[src/hw/rtl/upd_pkg.sv]
// Shared types, constants and a helper function for the URL percent/UTF-8 decoder.
package upd_pkg;

   // Characters with a special meaning outside an escape
   localparam logic [7:0] CHAR_PERCENT = 8'h25;
   localparam logic [7:0] CHAR_PLUS    = 8'h2B;
   localparam logic [7:0] CHAR_SPACE   = 8'h20;

   // Queue between the escape front end and the UTF-8 back end
   localparam int QUEUE_DEPTH = 4;
   localparam int QPTR_W      = $clog2(QUEUE_DEPTH);
   localparam int QCNT_W      = QPTR_W + 1;

   localparam int CP_W = 31;

   // Escape tracking in the front end
   typedef enum logic [1:0] {
      PH_IDLE = 2'd0,
      PH_HIGH = 2'd1,
      PH_LOW  = 2'd2
   } phase_type;

   // One queue entry: an optional decoded byte plus a state clear marker
   typedef struct packed {
      logic       clear;
      logic       has_byte;
      logic [7:0] data_byte;
   } upd_entry_type;

   // Hex nibble of a character; non-hex characters still yield some nibble
   function automatic logic [3:0] hex_nibble(input logic [7:0] c);
      logic [7:0] lc;
      logic [7:0] sum;
      begin
         lc  = c;
         sum = 8'h00;
         if (c >= 8'h30 && c <= 8'h39) begin
            sum = c - 8'h30;
         end else begin
            if (c >= 8'h41 && c <= 8'h5A) begin
               lc = c + 8'h20;
            end
            sum = lc + 8'h09;
         end
         return sum[3:0];
      end
   endfunction

endpackage

[src/hw/rtl/url_percent_utf8_decoder.sv]
// Top level of the URL percent decoder with UTF-8 code point assembly.
//
// Request channel (req_valid/req_ready): one URL character per request in
// req_in_byte; req_start_of_string clears escape and UTF-8 state first.
// Response channel (rsp_valid/rsp_ready): one 31-bit rsp_code_point for each
// ASCII byte or each completed UTF-8 sequence; '%' and nibble characters,
// lead bytes, stray continuations and 0xFE/0xFF produce no response.
// A response passes through a queue slot and then the response register
// after the request that completes it is accepted, behind earlier work.
// Throughput: one request per cycle while the queue has space; the escape front
// end and the UTF-8 back end each process one entry per cycle, joined by a 4-entry queue.
// Reset (synchronous, active high) clears escape state, pending UTF-8 state,
// the queue and the response valid flag.
// When the receiver stalls, the response is held in its register, the back
// end stops popping, and requests are still accepted until the queue fills;
// req_ready then drops until space frees up.
module url_percent_utf8_decoder
   import upd_pkg::*;
(
   input  logic             clock,
   input  logic             reset,
   input  logic             req_valid,
   output logic             req_ready,
   input  logic [7:0]       req_in_byte,
   input  logic             req_start_of_string,
   output logic             rsp_valid,
   input  logic             rsp_ready,
   output logic [CP_W-1:0]  rsp_code_point
);

   logic          push;
   upd_entry_type push_entry;
   logic          queue_full;
   logic          pop;
   logic          not_empty;
   upd_entry_type head_entry;

   upd_front u_front (
      .clock               (clock),
      .reset               (reset),
      .req_valid           (req_valid),
      .req_ready           (req_ready),
      .req_in_byte         (req_in_byte),
      .req_start_of_string (req_start_of_string),
      .push                (push),
      .push_entry          (push_entry),
      .queue_full          (queue_full)
   );

   upd_queue u_queue (
      .clock      (clock),
      .reset      (reset),
      .push       (push),
      .push_entry (push_entry),
      .full       (queue_full),
      .pop        (pop),
      .not_empty  (not_empty),
      .head_entry (head_entry)
   );

   upd_back u_back (
      .clock          (clock),
      .reset          (reset),
      .entry_valid    (not_empty),
      .entry          (head_entry),
      .pop            (pop),
      .rsp_valid      (rsp_valid),
      .rsp_ready      (rsp_ready),
      .rsp_code_point (rsp_code_point)
   );

endmodule

[src/hw/rtl/upd_front.sv]
// Front end: takes requests, resolves '%' escapes and '+', pushes bytes and start markers to the queue.
module upd_front
   import upd_pkg::*;
(
   input  logic          clock,
   input  logic          reset,
   input  logic          req_valid,
   output logic          req_ready,
   input  logic [7:0]    req_in_byte,
   input  logic          req_start_of_string,
   output logic          push,
   output upd_entry_type push_entry,
   input  logic          queue_full
);

   phase_type  phase_ff, phase_in;
   logic [3:0] high_nibble_ff, high_nibble_in;
   logic       accept;
   phase_type  phase_cur;
   logic       has_byte;
   logic [7:0] data_byte;

   assign req_ready = !queue_full;
   assign accept    = req_valid && req_ready;

   // Escape decode for the current character
   always_comb begin
      phase_cur      = req_start_of_string ? PH_IDLE : phase_ff;
      phase_in       = phase_ff;
      high_nibble_in = high_nibble_ff;
      has_byte       = 1'b0;
      data_byte      = req_in_byte;
      unique case (phase_cur)
         PH_HIGH: begin
            high_nibble_in = hex_nibble(req_in_byte);
            phase_in       = PH_LOW;
         end
         PH_LOW: begin
            data_byte = {high_nibble_ff, hex_nibble(req_in_byte)};
            has_byte  = 1'b1;
            phase_in  = PH_IDLE;
         end
         PH_IDLE: begin
            priority if (req_in_byte == CHAR_PERCENT) begin
               phase_in = PH_HIGH;
            end else if (req_in_byte == CHAR_PLUS) begin
               data_byte = CHAR_SPACE;
               has_byte  = 1'b1;
               phase_in  = PH_IDLE;
            end else begin
               has_byte = 1'b1;
               phase_in = PH_IDLE;
            end
         end
         default: begin
            phase_in = PH_IDLE;
         end
      endcase
   end

   // A start flag must reach the back end even when no byte comes out
   assign push                 = accept && (has_byte || req_start_of_string);
   assign push_entry.clear     = req_start_of_string;
   assign push_entry.has_byte  = has_byte;
   assign push_entry.data_byte = data_byte;

   // Escape state
   always_ff @(posedge clock) begin
      if (reset) begin
         phase_ff       <= PH_IDLE;
         high_nibble_ff <= 4'h0;
      end else if (accept) begin
         phase_ff       <= phase_in;
         high_nibble_ff <= high_nibble_in;
      end
   end

endmodule

[src/hw/rtl/upd_queue.sv]
// Small FIFO that decouples the escape front end from the UTF-8 back end.
module upd_queue
   import upd_pkg::*;
(
   input  logic          clock,
   input  logic          reset,
   input  logic          push,
   input  upd_entry_type push_entry,
   output logic          full,
   input  logic          pop,
   output logic          not_empty,
   output upd_entry_type head_entry
);

   upd_entry_type           slot_ff [QUEUE_DEPTH];
   logic [QPTR_W-1:0]       wr_ptr_ff, rd_ptr_ff;
   logic [QCNT_W-1:0]       count_ff, count_in;

   assign full       = (count_ff == QCNT_W'(QUEUE_DEPTH));
   assign not_empty  = (count_ff != '0);
   assign head_entry = slot_ff[rd_ptr_ff];

   // Occupancy
   always_comb begin
      unique case ({push, pop})
         2'b10:   count_in = count_ff + 1'b1;
         2'b01:   count_in = count_ff - 1'b1;
         default: count_in = count_ff;
      endcase
   end

   // Storage
   always_ff @(posedge clock) begin
      if (push) begin
         slot_ff[wr_ptr_ff] <= push_entry;
      end
   end

   // Pointers
   always_ff @(posedge clock) begin
      if (reset) begin
         wr_ptr_ff <= '0;
         rd_ptr_ff <= '0;
         count_ff  <= '0;
      end else begin
         if (push) begin
            wr_ptr_ff <= wr_ptr_ff + 1'b1;
         end
         if (pop) begin
            rd_ptr_ff <= rd_ptr_ff + 1'b1;
         end
         count_ff <= count_in;
      end
   end

`ifndef SYNTH
   a_count_bound: assert property (@(posedge clock) disable iff (reset)
      count_ff <= QCNT_W'(QUEUE_DEPTH))
      else $error("queue count above depth");
   a_no_underflow: assert property (@(posedge clock) disable iff (reset)
      pop |-> not_empty)
      else $error("pop from empty queue");
   a_no_overflow: assert property (@(posedge clock) disable iff (reset)
      (push && full) |-> pop)
      else $error("push into full queue");
`endif

endmodule

[src/hw/rtl/upd_back.sv]
// Back end: UTF-8 assembly of queued bytes and the registered result stage.
module upd_back
   import upd_pkg::*;
(
   input  logic             clock,
   input  logic             reset,
   input  logic             entry_valid,
   input  upd_entry_type    entry,
   output logic             pop,
   output logic             rsp_valid,
   input  logic             rsp_ready,
   output logic [CP_W-1:0]  rsp_code_point
);

   logic [CP_W-1:0] acc_ff, acc_in;
   logic [2:0]      pend_ff, pend_in;
   logic            rsp_valid_ff, rsp_valid_in;
   logic [CP_W-1:0] rsp_cp_ff, rsp_cp_in;
   logic [CP_W-1:0] acc_cur;
   logic [2:0]      pend_cur;
   logic            emit;
   logic [CP_W-1:0] emit_cp;
   logic [7:0]      b;

   // Pop whenever the result register is free or being drained
   assign pop = entry_valid && (!rsp_valid_ff || rsp_ready);
   assign b   = entry.data_byte;

   // UTF-8 assembly step
   always_comb begin
      acc_cur  = entry.clear ? '0 : acc_ff;
      pend_cur = entry.clear ? 3'd0 : pend_ff;
      acc_in   = acc_cur;
      pend_in  = pend_cur;
      emit     = 1'b0;
      emit_cp  = {{(CP_W-8){1'b0}}, b};
      if (entry.has_byte) begin
         priority if (b[7:6] == 2'b10) begin
            if (pend_cur != 3'd0) begin
               acc_in  = {acc_cur[CP_W-7:0], b[5:0]};
               pend_in = pend_cur - 3'd1;
               emit    = (pend_cur == 3'd1);
               emit_cp = acc_in;
            end
         end else if (b[7] == 1'b0) begin
            emit = 1'b1;
         end else if (b[7:5] == 3'b110) begin
            acc_in  = {{(CP_W-5){1'b0}}, b[4:0]};
            pend_in = 3'd1;
         end else if (b[7:4] == 4'b1110) begin
            acc_in  = {{(CP_W-4){1'b0}}, b[3:0]};
            pend_in = 3'd2;
         end else if (b[7:3] == 5'b11110) begin
            acc_in  = {{(CP_W-3){1'b0}}, b[2:0]};
            pend_in = 3'd3;
         end else if (b[7:2] == 6'b111110) begin
            acc_in  = {{(CP_W-2){1'b0}}, b[1:0]};
            pend_in = 3'd4;
         end else if (b[7:1] == 7'b1111110) begin
            acc_in  = {{(CP_W-1){1'b0}}, b[0]};
            pend_in = 3'd5;
         end else begin
            // 0xFE and 0xFF: ignored
            acc_in  = acc_cur;
            pend_in = pend_cur;
         end
      end
   end

   // Result register next state
   always_comb begin
      rsp_valid_in = rsp_valid_ff && !rsp_ready;
      rsp_cp_in    = rsp_cp_ff;
      if (pop && emit) begin
         rsp_valid_in = 1'b1;
         rsp_cp_in    = emit_cp;
      end
   end

   // Assembler state and result valid
   always_ff @(posedge clock) begin
      if (reset) begin
         acc_ff       <= '0;
         pend_ff      <= 3'd0;
         rsp_valid_ff <= 1'b0;
      end else begin
         if (pop) begin
            acc_ff  <= acc_in;
            pend_ff <= pend_in;
         end
         rsp_valid_ff <= rsp_valid_in;
      end
   end

   // Result payload
   always_ff @(posedge clock) begin
      rsp_cp_ff <= rsp_cp_in;
   end

   assign rsp_valid      = rsp_valid_ff;
   assign rsp_code_point = rsp_cp_ff;

`ifndef SYNTH
   a_pend_range: assert property (@(posedge clock) disable iff (reset)
      pend_ff <= 3'd5)
      else $error("pending count out of range");
   a_reset_clean: assert property (@(posedge clock)
      $past(reset) |-> (pend_ff == 3'd0 && !rsp_valid_ff))
      else $error("assembler not clear after reset");
   a_no_pop_stalled: assert property (@(posedge clock) disable iff (reset)
      (rsp_valid_ff && !rsp_ready) |-> !pop)
      else $error("queue popped while result stalled");
`endif

endmodule

[config.mk]
export PLATFORM = sky130hd
export DESIGN_NAME = url_percent_utf8_decoder
export DESIGN_NICKNAME = d
export VERILOG_FILES = /design/src/hw/rtl/upd_pkg.sv /design/src/hw/rtl/url_percent_utf8_decoder.sv /design/src/hw/rtl/upd_front.sv /design/src/hw/rtl/upd_queue.sv /design/src/hw/rtl/upd_back.sv
export SDC_FILE = /design/constraint.sdc
export NUM_CORES = 1
export LEC_CHECK = 0
export BUFFER_PORTS_ARGS = -buffer_cell sky130_fd_sc_hd__buf_2
export CAP_MARGIN = 40
export CORE_MARGIN = 4
export CORE_UTILIZATION = 64
export DETAILED_ROUTE_END_ITERATION = 7
export GPL_ROUTABILITY_DRIVEN = 0
export PLACE_DENSITY_LB_ADDON = 0.08
export SLEW_MARGIN = 10
export SYNTH_ARGS = -nofsm -noshare
export SYNTH_HDL_FRONTEND = slang
export SYNTH_HIERARCHICAL = 1
export SYNTH_SLANG_ARGS = --single-unit
export TNS_END_PERCENT = 100
[constraint.sdc]
create_clock -name clock -period 8.25 [get_ports clock]
set_input_delay 0.825 -clock clock [delete_from_list [all_inputs] [get_ports clock]]
set_output_delay 0.825 -clock clock [all_outputs]
set_load 0.05 [all_outputs]
* Yosys cells after proc, flatten, opt, wreduce, memory -nomap -nowiden
Memories as Yosys holds them, arrays and structs flattened. A register that Yosys moved wholly into a read port is not among the register bits.
Index checks and enable logic that the tools add are counted.
** Storage, ports and cells
- Register bits after elaboration :: 79
- RAM bits :: 40
- Output and inout port bits :: 33
- Logic and storage cells :: 103
- Memories :: 1
** Memory list
- u_queue.slot_ff :: depth 4, width 10, rd ports 1, clocked after Yosys merged registers in 1, wr ports 1, RTL line upd_queue.sv:15 : upd_entry_type slot_ff [QUEUE_DEPTH];
** Operators by class
- Add/sub/neg operators :: 9
- Magnitude comparators :: 4
- Equality and inequality tests :: 14
- Multiplexer cells :: 47
- Reductions and logical operators :: 18
** Operators with widths (number)
- two-way mux 31 bit :: 10
- two-way mux 8 bit :: 5
- two-way mux 3 bit :: 10
- two-way mux 4 bit :: 6
- equality test 8 x 6 -> 1 bit (second input constant) :: 2
- one-hot mux 8 bit (2 select lines) :: 1
- two-way mux 1 bit :: 9
- adder 4 bit (second input constant) :: 2
- >= comparator 8 x 6 -> 1 bit (second input constant) :: 1
- >= comparator 8 x 7 -> 1 bit (second input constant) :: 1
- less-or-equal comparator 8 x 6 -> 1 bit (second input constant) :: 1
- less-or-equal comparator 8 x 7 -> 1 bit (second input constant) :: 1
- equality test 7 bit (second input constant) :: 1
- logical AND 1 bit :: 7
- equality test 2 bit (second input constant) :: 3
- equality test 3 bit (second input constant) :: 2
- equality test 6 bit (second input constant) :: 1
- two-way mux 2 bit :: 3
- one-hot mux 3 bit (2 select lines) :: 1
- nonzero test 3 bit :: 2
- subtractor 3 x 1 -> 3 bit (second input constant) :: 2
- equality test 5 bit (second input constant) :: 1
- adder 2 x 1 -> 2 bit (second input constant) :: 2
- adder 4 x 1 -> 4 bit (second input constant) :: 1
- 13 further kinds :: 17

* Longest topological paths before layout
Gate-level depths: netlist (run 1).
- Depth after elaboration :: 9
- Depth in mapped cells :: 14

* Cells and area by module
The synthesis (run 1) kept the hierarchy.
** Modules (own cells, without submodules)
- upd_back :: instances 1, cells an instance 261, area an instance 2792.7 µm², sequential area each 1511.4 µm²
- upd_queue :: instances 1, cells an instance 95, area an instance 1869.3 µm², sequential area each 1381.3 µm²
- upd_front :: instances 1, cells an instance 69, area an instance 586.8 µm², sequential area each 120.1 µm²

* Worst setup path before layout (run 1)
No wires, ideal clock.
- Path type :: register to register
- From :: register with a tool-made name
- To :: register u_back.rsp_cp_ff[0] (netlist: u_back/rsp_code_point[0]) (enable)
- Arrival time :: 3.432 ns
- Required time :: 7.864 ns
- Slack :: 4.432 ns
- Cell stages (with the launch flop) :: 13
- Buffers on the path :: 4
- Cell sequence :: dfxtp_1 -> buf_6 -> mux4_2 -> clkbuf_1 -> inv_1 -> clkbuf_1 -> clkbuf_1 -> nand2_1 -> ha_1 -> ha_1 -> o41ai_1 -> nand2_1 -> inv_1
** RTL lines
- to (signal assigned) :: RTL line upd_back.sv:97 : rsp_cp_ff <= rsp_cp_in;
- to (decl) :: RTL line upd_back.sv:18 : logic [CP_W-1:0] rsp_cp_ff, rsp_cp_in;

==> results.py, run 1 <==
metrics = {
    "status": {
        "status": "complete, no violations",
    },
    "sta": {
        "finalSetupViolations": 0,
        "rsz0062_at_grt": "no",
        "tns_ps": 0,
        "period_needed_ps": 4350,
        "fin_crit_sh": 0.527,
        "finalMaxSlewViolations": 0,
        "worstMarginPinSlew_ps": 845,
        "hold_viol": 0,
        "fmax_mhz": 230,
        "fin_ws_ps": 3900,
        "max_slew_margin": 0.435,
        "whs_ps": 479,
        "finClkSkew_ps": 13.1,
    },
    "clock_network": {
        "cts_tree": "yes",
        "htree_levels": 4,
        "numCtsBuffers": 17,
        "hold_buffers": 0,
        "cts_max_path_buffers": 2,
        "path_clk_slew_ps": 60,
        "clock_latency_ps": 520,
        "clock_tree.root_cell": "clkbuf_8",
        "clock-sinks": 115,
        "cts_resized": 0,
        "cts_setup_buffers": 0,
    },
    "finish": {
        "finalNonFillerCells": 584,
        "drive_above_1_share": 0.216,
        "final_area_um2": 6100,
        "fin_nets": 495,
        "area_delta_synth_final_pct": 16.3,
        "final_core_util": 0.778,
        "diodes": 0,
    },
    "route": {
        "drtIter0Drc": 347,
        "totalWireLength_mm": 11.9,
        "dr_total_vias": 3853,
        "wl_per_cell_um": 20.4,
        "remaining_drc_errors": 0,
        "ant_nets": 0,
        "viasPerCell": 6.60,
        "first_pass_iters": 6,
    },
    "synth": {
        "synth-async-reset-ratio": 0,
        "yosys-top-cells-area": "edfxtp_1 41%, dfxtp_1 17%, and3_1 4.5%",
        "synthesis.area_um2": 5250,
        "synthCells": 425,
        "synthFlopType": "edfxtp_1",
        "ys_seq_area_frac": 0.574,
        "netlist.area_leader.share": 0.406,
        "synth_edf_count": 71,
        "syn_nets": 451,
        "synth_area_leader_cell": "edfxtp_1",
        "yosys_register_bits": 115,
        "yosys_warnings": 6,
        "yosysUniqueCellTypes": 69,
        "syn_avg_cell_area_um2": 12.4,
    },
    "placed_design": {
        "dp_cells": 552,
        "place_area_um2": 5540,
        "post-dp-hpwl_mm": 7.19,
        "dpl_worst_slack_ps": 4050,
        "io_buffers": 45,
    },
    "die": {
        "start_util": 0.669,
        "ios": 46,
        "die_y_um": 98.6,
        "core_region_area_um2": 7850,
        "rows": 32,
        "die_area_um2": 9710,
        "die_w_um": 98.6,
    },
    "grt": {
        "track_usage": 0.257,
        "grt_overflow_total": 0,
        "antenna_found_initial": 0,
        "grt_first_pass_wirelength_mm": 19.3,
        "grt_pass1_vias": 3716,
        "grt_max_degree": 44,
    },
    "critical_path": {
        "rrSetupSlack_ps": 3900,
        "cp-end-kind": "flip-flop",
        "reg2reg_to": "u_back/acc_ff[1]",
        "critPathSlowestCell": "dfxtp_1",
        "r2r_cells": 9,
        "path_class": "reg2reg",
        "critPathTopFamily": "simple AND/OR/NAND/NOR gates",
        "crit_top_cell": "ha_1",
        "max_stage_delay_ps": 770,
        "path_max_fanout": 20,
        "arrival_ps": 4800,
        "crit_path_cell_trace": "mux4_2 > inv_1 > nand2_1 > ha_1 > ha_1 > nand2b_1 > nand3_1 > nor3_1 > a32o_1",
        "required_ps": 8710,
        "critical_path_buf_inv_count": 1,
        "cp-start-kind": "flip-flop",
    },
    "run": {
        "cap_viol_max_count": 0,
    },
    "worst_hold_path": {
        "min-delay-start": "u_back/acc_ff[23]",
        "min_path_type": "reg2reg",
        "holdPathStages": 1,
        "hold_end": "u_back/acc_ff[23]",
    },
    "power_and_ir_drop": {
        "p_leak_nw": 2.28,
        "ir_worst_vdd_mv": 0.274,
        "power.total_mw": 2.31,
        "powerDensity_nw_per_um2": 379,
    },
}
==> cell usage in the layout, fill, tap and decap left out, drive strengths merged, types with 8 or more instances in the layout <==
cell type	n
buf	50
clkbuf	20
dfxtp	44
o211ai	15
o21ai	8
a221oi	13
ha	12
and3	38
nand2	19
nand3	8
inv	16
nor2	23
a21oi	23
edfxtp	71
mux4	10
==> how the worst max path moves through the flow <==
stage | depth (start not counted) | start | slack, ps | endpoint
floorplan | 12 | flip-flop | 4430 | u_back/rsp_code_point[0]
global placement | 8 | flip-flop | 3900 | u_back/rsp_code_point[7]
detailed placement | 9 | flip-flop | 4050 | u_back/acc_ff[1]
CTS | 9 | flip-flop | 3970 | u_back/acc_ff[1]
global route | 9 | flip-flop | 3540 | u_back/acc_ff[4]
finish | 9 | flip-flop | 3900 | u_back/acc_ff[1]
==> cell families after synthesis <==
group | after synthesis | synth area share
and+or+nand+nor | 133 | 0.150
DFF | 115 | 0.574
AOI/OAI and AO/OA | 99 | 0.140
buffers and inverters | 41 | 0.0336
muxes | 18 | 0.0591
adders and majority gates | 13 | 0.0324
xor gates and xnor gates | 6 | 0.0100
==> power breakdown <==
group | internal (mW) | total [mW] | leakage (nW) | switching (mW)
clock | 0.454 | 0.697 | 0.267 | 0.243
combinational | 0.220 | 0.819 | 1.01 | 0.599
sequential | 0.737 | 0.796 | 1.01 | 0.0588
total | 1.41 | 2.31 | 2.28 | 0.901
==> cell usage after synthesis (2+ instances only) <==
library cell and n:
nand2b_1 5, a32o_1 4, ha_1 12, a21oi_1 23, clkbuf_1 18, edfxtp_1 71
a31oi_1 3, nand2_1 19, nor3_1 4, buf_4 3, mux4_2 10, or4b_1 2
o41ai_1 2, nand3_1 7, a311oi_1 3, buf_2 2, nor3b_1 3, xor2_1 2
or3_1 4, a31o_2 3, nor2_1 22, nand3b_1 3, and2_1 4, a211oi_1 3
dfxtp_1 44, mux2_2 4, xnor2_1 4, mux2i_1 4, o2bb2ai_1 2, inv_1 16
o21ai_0 7, nor2b_1 7, a22o_1 4, o21bai_1 3, o211ai_1 15, and3_1 38
a221oi_1 13
==> area by class of cell <==
type,instances,area [µm²]
multi-input combinational,269,2060
tap,102,128
inverter,16,60.1
clock buffer,20,425
clock inverter,12,139
fill,488,1740
sequential,115,3010
timing repair buffer,50,280
==> sequential cells by signal, summed over array words and instances, names as in the netlist, named ones only <==
| signal | cells |
|---|---|
| u_queue/slot_ff | 40 |
| u_back/rsp_code_point | 31 |
| u_back/acc_ff | 25 |
| u_front/high_nibble_ff | 4 |
| u_back/pend_ff | 3 |
| u_queue/count_ff | 3 |
| u_front/phase_ff | 2 |
| u_queue/rd_ptr_ff | 2 |
| u_queue/wr_ptr_ff | 2 |
| u_back/rsp_valid | 1 |
==> metal layers <==
metal  GRT usage  share of wire  up-vias
met3      0.0863          0.095       35
li1            -              -     1734
met4       0.105          0.025        0
met5           0              0        -
met1       0.344           0.40     1863
met2       0.388           0.48      221
(Power assumes the default switching activity.)
==> inputs of run 2 (changes only) <==
--- a/config.mk
+++ b/config.mk
@@ -8,7 +8,7 @@
 export BUFFER_PORTS_ARGS = -buffer_cell sky130_fd_sc_hd__buf_2
 export CAP_MARGIN = 40
 export CORE_MARGIN = 4
-export CORE_UTILIZATION = 64
+export CORE_UTILIZATION = 59
 export DETAILED_ROUTE_END_ITERATION = 7
 export GPL_ROUTABILITY_DRIVEN = 0
 export PLACE_DENSITY_LB_ADDON = 0.08
==> constraint.sdc (replaced) <==
create_clock -name clock -period 4.2 [get_ports clock]
set_input_delay 0.42 -clock clock [delete_from_list [all_inputs] [get_ports clock]]
set_output_delay 0.42 -clock clock [all_outputs]
set_load 0.05 [all_outputs]
==> results.py, run 2 (synthesis results as in run 1) <==
metrics = {
    "route": {
        "viasPerCell": 6.23,
        "drtIter0Drc": 218,
        "remaining_drc_errors": 0,
        "first_pass_iters": 5,
        "wl_per_cell_um": 18.3,
        "dr_total_vias": 3704,
        "totalWireLength_mm": 10.9,
        "ant_nets": 0,
    },
    "die": {
        "core_region_area_um2": 8680,
        "ios": 46,
        "start_util": 0.605,
        "die_y_um": 102,
        "die_w_um": 102,
        "die_area_um2": 10500,
        "rows": 34,
    },
    "critical_path": {
        "crit_top_cell": "ha_1",
        "max_stage_delay_ps": 640,
        "cp-end-kind": "flip-flop",
        "path_max_fanout": 13,
        "critPathSlowestCell": "mux4_2",
        "critPathTopFamily": "simple AND/OR/NAND/NOR gates",
        "cp-start-kind": "flip-flop",
        "crit_path_cell_trace": "buf_4 > mux4_2 > nor2b_1 > inv_1 > ha_1 > ha_1 > and4bb_2 > and4_1 > a221oi_1 > a21oi_1",
        "path_class": "reg2reg",
        "critical_path_buf_inv_count": 2,
        "required_ps": 4620,
        "arrival_ps": 3890,
    },
    "clock_network": {
        "cts_max_path_buffers": 2,
        "clock_tree.root_cell": "clkbuf_8",
        "hold_buffers": 0,
        "cts_setup_buffers": 0,
        "clock-sinks": 115,
        "path_clk_slew_ps": 60,
        "cts_resized": 0,
        "clock_latency_ps": 500,
        "htree_levels": 4,
        "numCtsBuffers": 17,
        "cts_tree": "yes",
    },
    "power_and_ir_drop": {
        "p_comb_frac": 0.338,
        "ir_worst_vdd_mv": 0.432,
        "p_leak_nw": 2.34,
        "seqPwrFrac": 0.328,
        "switching_share": 0.371,
        "power_frac_clock": 0.334,
        "switchingPower_mw": 1.73,
        "intPower_mw": 2.93,
        "powerDensity_nw_per_um2": 750,
    },
    "run": {
        "cap_viol_max_count": 0,
    },
    "grt": {
        "antenna_found_initial": 0,
        "grt_util_met3": 0.0478,
        "grt_first_pass_wirelength_mm": 18.3,
        "gr-usage-met1": 0.274,
        "grt_pass1_vias": 3702,
        "track_usage": 0.226,
        "busiest_layer": "met2",
        "grt_use_met2": 0.395,
        "grt_overflow_total": 0,
        "grt_max_degree": 37,
    },
    "status": {
        "status": "complete, no violations",
    },
    "sta": {
        "finalSetupViolations": 0,
        "rsz0062_at_grt": "no",
        "fmax_mhz": 288,
        "max_slew_margin": 0.632,
        "finalMaxSlewViolations": 0,
        "hold_viol": 0,
        "finClkSkew_ps": 12.4,
        "worstMarginPinSlew_ps": 552,
        "tns_ps": 0,
        "period_needed_ps": 3470,
        "fin_crit_sh": 0.827,
    },
    "finish": {
        "diodes": 0,
        "fin_nets": 500,
        "final_core_util": 0.717,
        "final_cell_mix": "71 x edfxtp_1, 46 x buf_2, 44 x dfxtp_1",
        "finalNonFillerCells": 595,
        "final_common_cell": "edfxtp_1",
        "regMostFlops": "u_queue/slot_ff",
        "drive_above_1_share": 0.236,
        "area_delta_synth_final_pct": 18.5,
        "largest_register_ffs": 40,
    },
    "placed_design": {
        "io_buffers": 45,
        "dp_cells": 563,
        "post-dp-hpwl_mm": 7.15,
    },
    "worst_hold_path": {
        "min_path_type": "in2reg",
    },
}
[run 2: cell count changes in the layout (fill, tap and decap cells not counted), sizes merged]
cell / before / now
clkinv: 6 / 3
bufinv: 3 / 5
inv: 16 / 19
clkbuf: 20 / 18
buf: 50 / 55
[run 2: metrics by stage]
stage               power, mW  instance area [µm²]  setup WS (ps)  hold WS (ps)
floorplan                2.74                 5250            382           434
global placement         3.09                 5550            950           454
detailed placement       3.12                 5570            852           462
CTS                      4.70                 6220            811           181
global route             4.90                 6220            590           200
finish                   4.66                 6220            728           206
[run 2: worst register-to-register path: cells and delay by family (launching register included)]
| family | cells | cell delay [ps] |
|---|---|---|
| and+or+nand+nor | 3 | 1220 |
| muxes | 1 | 650 |
| adders and majority gates | 2 | 510 |
| AOI/OAI and AO/OA | 2 | 410 |
| DFF | 1 | 310 |
| buffers and inverters | 2 | 310 |
[run 2: layout make-up]
cell class | count | area (µm²)
flip-flops and latches | 115 | 3010
fillers | 612 | 2460
multi-input cells | 269 | 2060
clock buffers | 18 | 428
repair buffers | 55 | 298
clock inverters | 14 | 225
well taps | 108 | 135
inverters | 16 | 60.1
[run 2: final timing paths]
path                            depth (start not counted)  slack, ps                 from               endpoint
worst max-delay path                                   10        730            flip-flop      u_back/acc_ff[14]
worst min-delay path                                    1        210  req_start_of_string  u_queue/slot_ff[2][9]
worst max register to register                         10        730            flip-flop      u_back/acc_ff[14]
worst min register to register                          1        470    u_back/acc_ff[23]      u_back/acc_ff[23]
[run 2: routing by layer]
metal,share of wire,wire length (µm)
met1,0.41,4420
met5,0,0
met4,0.012,134
met3,0.056,609
met2,0.53,5720
[run 2: power groups by stage]
stage | logic (mW) | registers, mW | clock network, mW
finish | 1.58 | 1.53 | 1.56
global route | 1.71 | 1.55 | 1.64
CTS | 1.58 | 1.53 | 1.59
detailed placement | 1.57 | 1.55 | 0
global placement | 1.55 | 1.54 | 0
floorplan | 0.859 | 1.88 | 0
==> inputs of run 3 (changes only) <==
--- a/config.mk
+++ b/config.mk
@@ -5,10 +5,11 @@
 export SDC_FILE = /design/constraint.sdc
 export NUM_CORES = 1
 export LEC_CHECK = 0
+export ABC_AREA = 1
 export BUFFER_PORTS_ARGS = -buffer_cell sky130_fd_sc_hd__buf_2
 export CAP_MARGIN = 40
 export CORE_MARGIN = 4
-export CORE_UTILIZATION = 59
+export CORE_UTILIZATION = 60
 export DETAILED_ROUTE_END_ITERATION = 7
 export GPL_ROUTABILITY_DRIVEN = 0
 export PLACE_DENSITY_LB_ADDON = 0.08
==> constraint.sdc (replaced) <==
create_clock -name clock -period 3.6 [get_ports clock]
set_input_delay 0.36 -clock clock [delete_from_list [all_inputs] [get_ports clock]]
set_output_delay 0.36 -clock clock [all_outputs]
set_load 0.05 [all_outputs]
==> results.py, run 3 <==
metrics = {
    "die": {
        "core_region_area_um2": 9200,
        "ios": 46,
        "die_w_um": 105,
        "rows": 35,
        "die_area_um2": 11000,
        "start_util": 0.615,
        "die_y_um": 105,
    },
    "sta": {
        "finalSetupViolations": 0,
        "rsz0062_at_grt": "no",
        "finalMaxSlewViolations": 0,
        "worstMarginPinSlew_ps": 710,
        "fmax_mhz": 345,
        "period_needed_ps": 2900,
        "fin_crit_sh": 0.806,
        "finClkSkew_ps": 10.0,
        "hold_viol": 0,
        "tns_ps": 0,
        "max_slew_margin": 0.525,
        "fin_ws_ps": 699,
        "whs_ps": 139,
    },
    "clock_network": {
        "cts_max_path_buffers": 2,
        "cts_setup_buffers": 0,
        "cts_tree": "yes",
        "htree_levels": 4,
        "clock_tree.root_cell": "clkbuf_8",
        "numCtsBuffers": 17,
        "clock_latency_ps": 510,
        "cts_resized": 0,
        "clock-sinks": 115,
        "path_clk_slew_ps": 50,
        "hold_buffers": 0,
    },
    "finish": {
        "regMostFlops": "u_queue/slot_ff",
        "finalNonFillerCells": 771,
        "fin_nets": 673,
        "final_core_util": 0.703,
        "area_delta_synth_final_pct": 14.3,
        "drive_above_1_share": 0.241,
        "fillers": 699,
        "seq_area_um2": 3010,
        "final_common_cell": "nand2_1",
        "largest_register_ffs": 40,
        "diodes": 0,
        "final_cell_mix": "99 x nand2_1, 71 x edfxtp_1, 66 x nor2_1",
        "multiInputGateArea_um2": 2140,
    },
    "synth": {
        "synthCells": 603,
        "synth.top_cells.by_count": "99 x nand2_1, 71 x edfxtp_1, 66 x nor2_1, 54 x inv_1, 44 x dfxtp_1",
        "synthesis.area_um2": 5650,
        "synthFlopType": "edfxtp_1",
        "yosys_warnings": 6,
        "synth_area_leader_cell": "edfxtp_1",
        "ys_seq_area_frac": 0.533,
        "yosys-top-cells-area": "edfxtp_1 38%, dfxtp_1 16%, nand2_1 6.6%",
        "synth-async-reset-ratio": 0,
        "yosysUniqueCellTypes": 41,
        "syn_nets": 629,
        "syn_avg_cell_area_um2": 9.38,
        "synth_edf_count": 71,
        "yosys_register_bits": 115,
        "netlist.area_leader.share": 0.377,
        "yosysMostFrequentCell": "nand2_1",
    },
    "critical_path": {
        "r2r_cells": 14,
        "path_class": "reg2reg",
        "cp-end-kind": "flip-flop",
        "cp-start-kind": "flip-flop",
        "required_ps": 3760,
        "reg2reg_to": "u_back/rsp_code_point[27]",
        "rrSetupSlack_ps": 700,
        "path_max_fanout": 31,
        "arrival_ps": 3060,
    },
    "power_and_ir_drop": {
        "p_leak_nw": 2.65,
        "powerDensity_nw_per_um2": 1040,
        "ir_worst_vdd_mv": 0.592,
    },
    "route": {
        "dr_wl_met2_mm": 5.57,
        "ant_nets": 0,
        "met1_length_mm": 5.59,
        "totalWireLength_mm": 12.1,
        "first_pass_iters": 5,
        "wl_per_cell_um": 15.7,
        "wl_met3_um": 852,
        "remaining_drc_errors": 0,
        "drtIter0Drc": 365,
        "dr_total_vias": 4376,
        "highest_layer": "met4",
        "viasPerCell": 5.68,
    },
    "grt": {
        "grt_overflow_total": 0,
        "grt_first_pass_wirelength_mm": 20.5,
        "antenna_found_initial": 0,
        "track_usage": 0.233,
        "grt_pass1_vias": 4224,
        "grt_max_degree": 41,
    },
    "placed_design": {
        "dpl_worst_slack_ps": 760,
        "dp_cells": 739,
        "io_buffers": 45,
        "post-dp-hpwl_mm": 8.09,
    },
    "worst_hold_path": {
        "min-delay-start": "req_start_of_string",
        "hold_end": "u_queue/slot_ff[3][9]",
        "holdPathStages": 1,
        "min_path_type": "in2reg",
    },
    "status": {
        "status": "complete, no violations",
    },
    "run": {
        "cap_viol_max_count": 0,
    },
}
run 3: layout make-up:
type / count / share of cell area
flip-flops and latches: 115 / 0.466
well taps: 111 / 0.0215
repair buffers: 52 / 0.0430
clock inverters: 11 / 0.0248
clock buffers: 21 / 0.0664
inverters: 76 / 0.0466
multi-input cells: 385 / 0.332
run 3: how the worst max path moves through the flow:
| stage | endpoint | slack (ps) | cells past startpoint |
|---|---|---|---|
| 6_report | u_back/rsp_code_point[27] | 700 | 14 |
| 5_1_grt | u_back/rsp_code_point[27] | 470 | 14 |
| 2_1_floorplan | u_back/rsp_code_point[0] | 360 | 16 |
| 4_1_cts | u_back/rsp_code_point[11] | 710 | 14 |
| 3_5_place_dp | u_back/rsp_code_point[20] | 760 | 14 |
| 3_3_place_gp | u_back/rsp_code_point[20] | 880 | 14 |
run 3: cells by family (layout without fill, tap and decap cells):
kind of cell / count (synthesis) / count (layout) / share of synthesized area
simple gates: 231 / 231 / 0.181
xor+xnor: 2 / 2 / 0.00310
fa+ha+maj: 13 / 13 / 0.0301
flops: 115 / 115 / 0.533
compound gates: 139 / 139 / 0.165
buf+inv: 103 / 160 / 0.0879
run 3: metrics by stage:
stage                     area [µm²]  power [mW]
after floorplan                 5650        4.44
after global placement          5880        4.94
after detailed placement        5880        5.01
after CTS                       6460        6.71
after global routing            6460        7.11
final                           6460        6.70
run 3: metal layers:
metal / up-vias / GRT usage
met5: - / 0
li1: 2135 / -
met1: 2056 / 0.324
met4: 0 / 0.0637
met3: 13 / 0.0624
met2: 172 / 0.360
run 3: power breakdown:
group	total, mW	internal (mW)	switching (mW)
Clock	1.67	1.12	0.553
Sequential	2.06	1.89	0.168
Combinational	2.97	0.753	2.22
Total	6.70	3.76	2.94
run 3: critical path, stage by stage (launching register included):
cell	delay [ps]
dfxtp_1	400
inv_2	70
nor2_1	130
o22ai_2	100
buf_4	170
inv_1	140
nand2_1	140
ha_1	240
ha_1	260
inv_1	90
nand3_1	70
a21oi_1	130
nand3_1	120
inv_1	100
buf_4	370
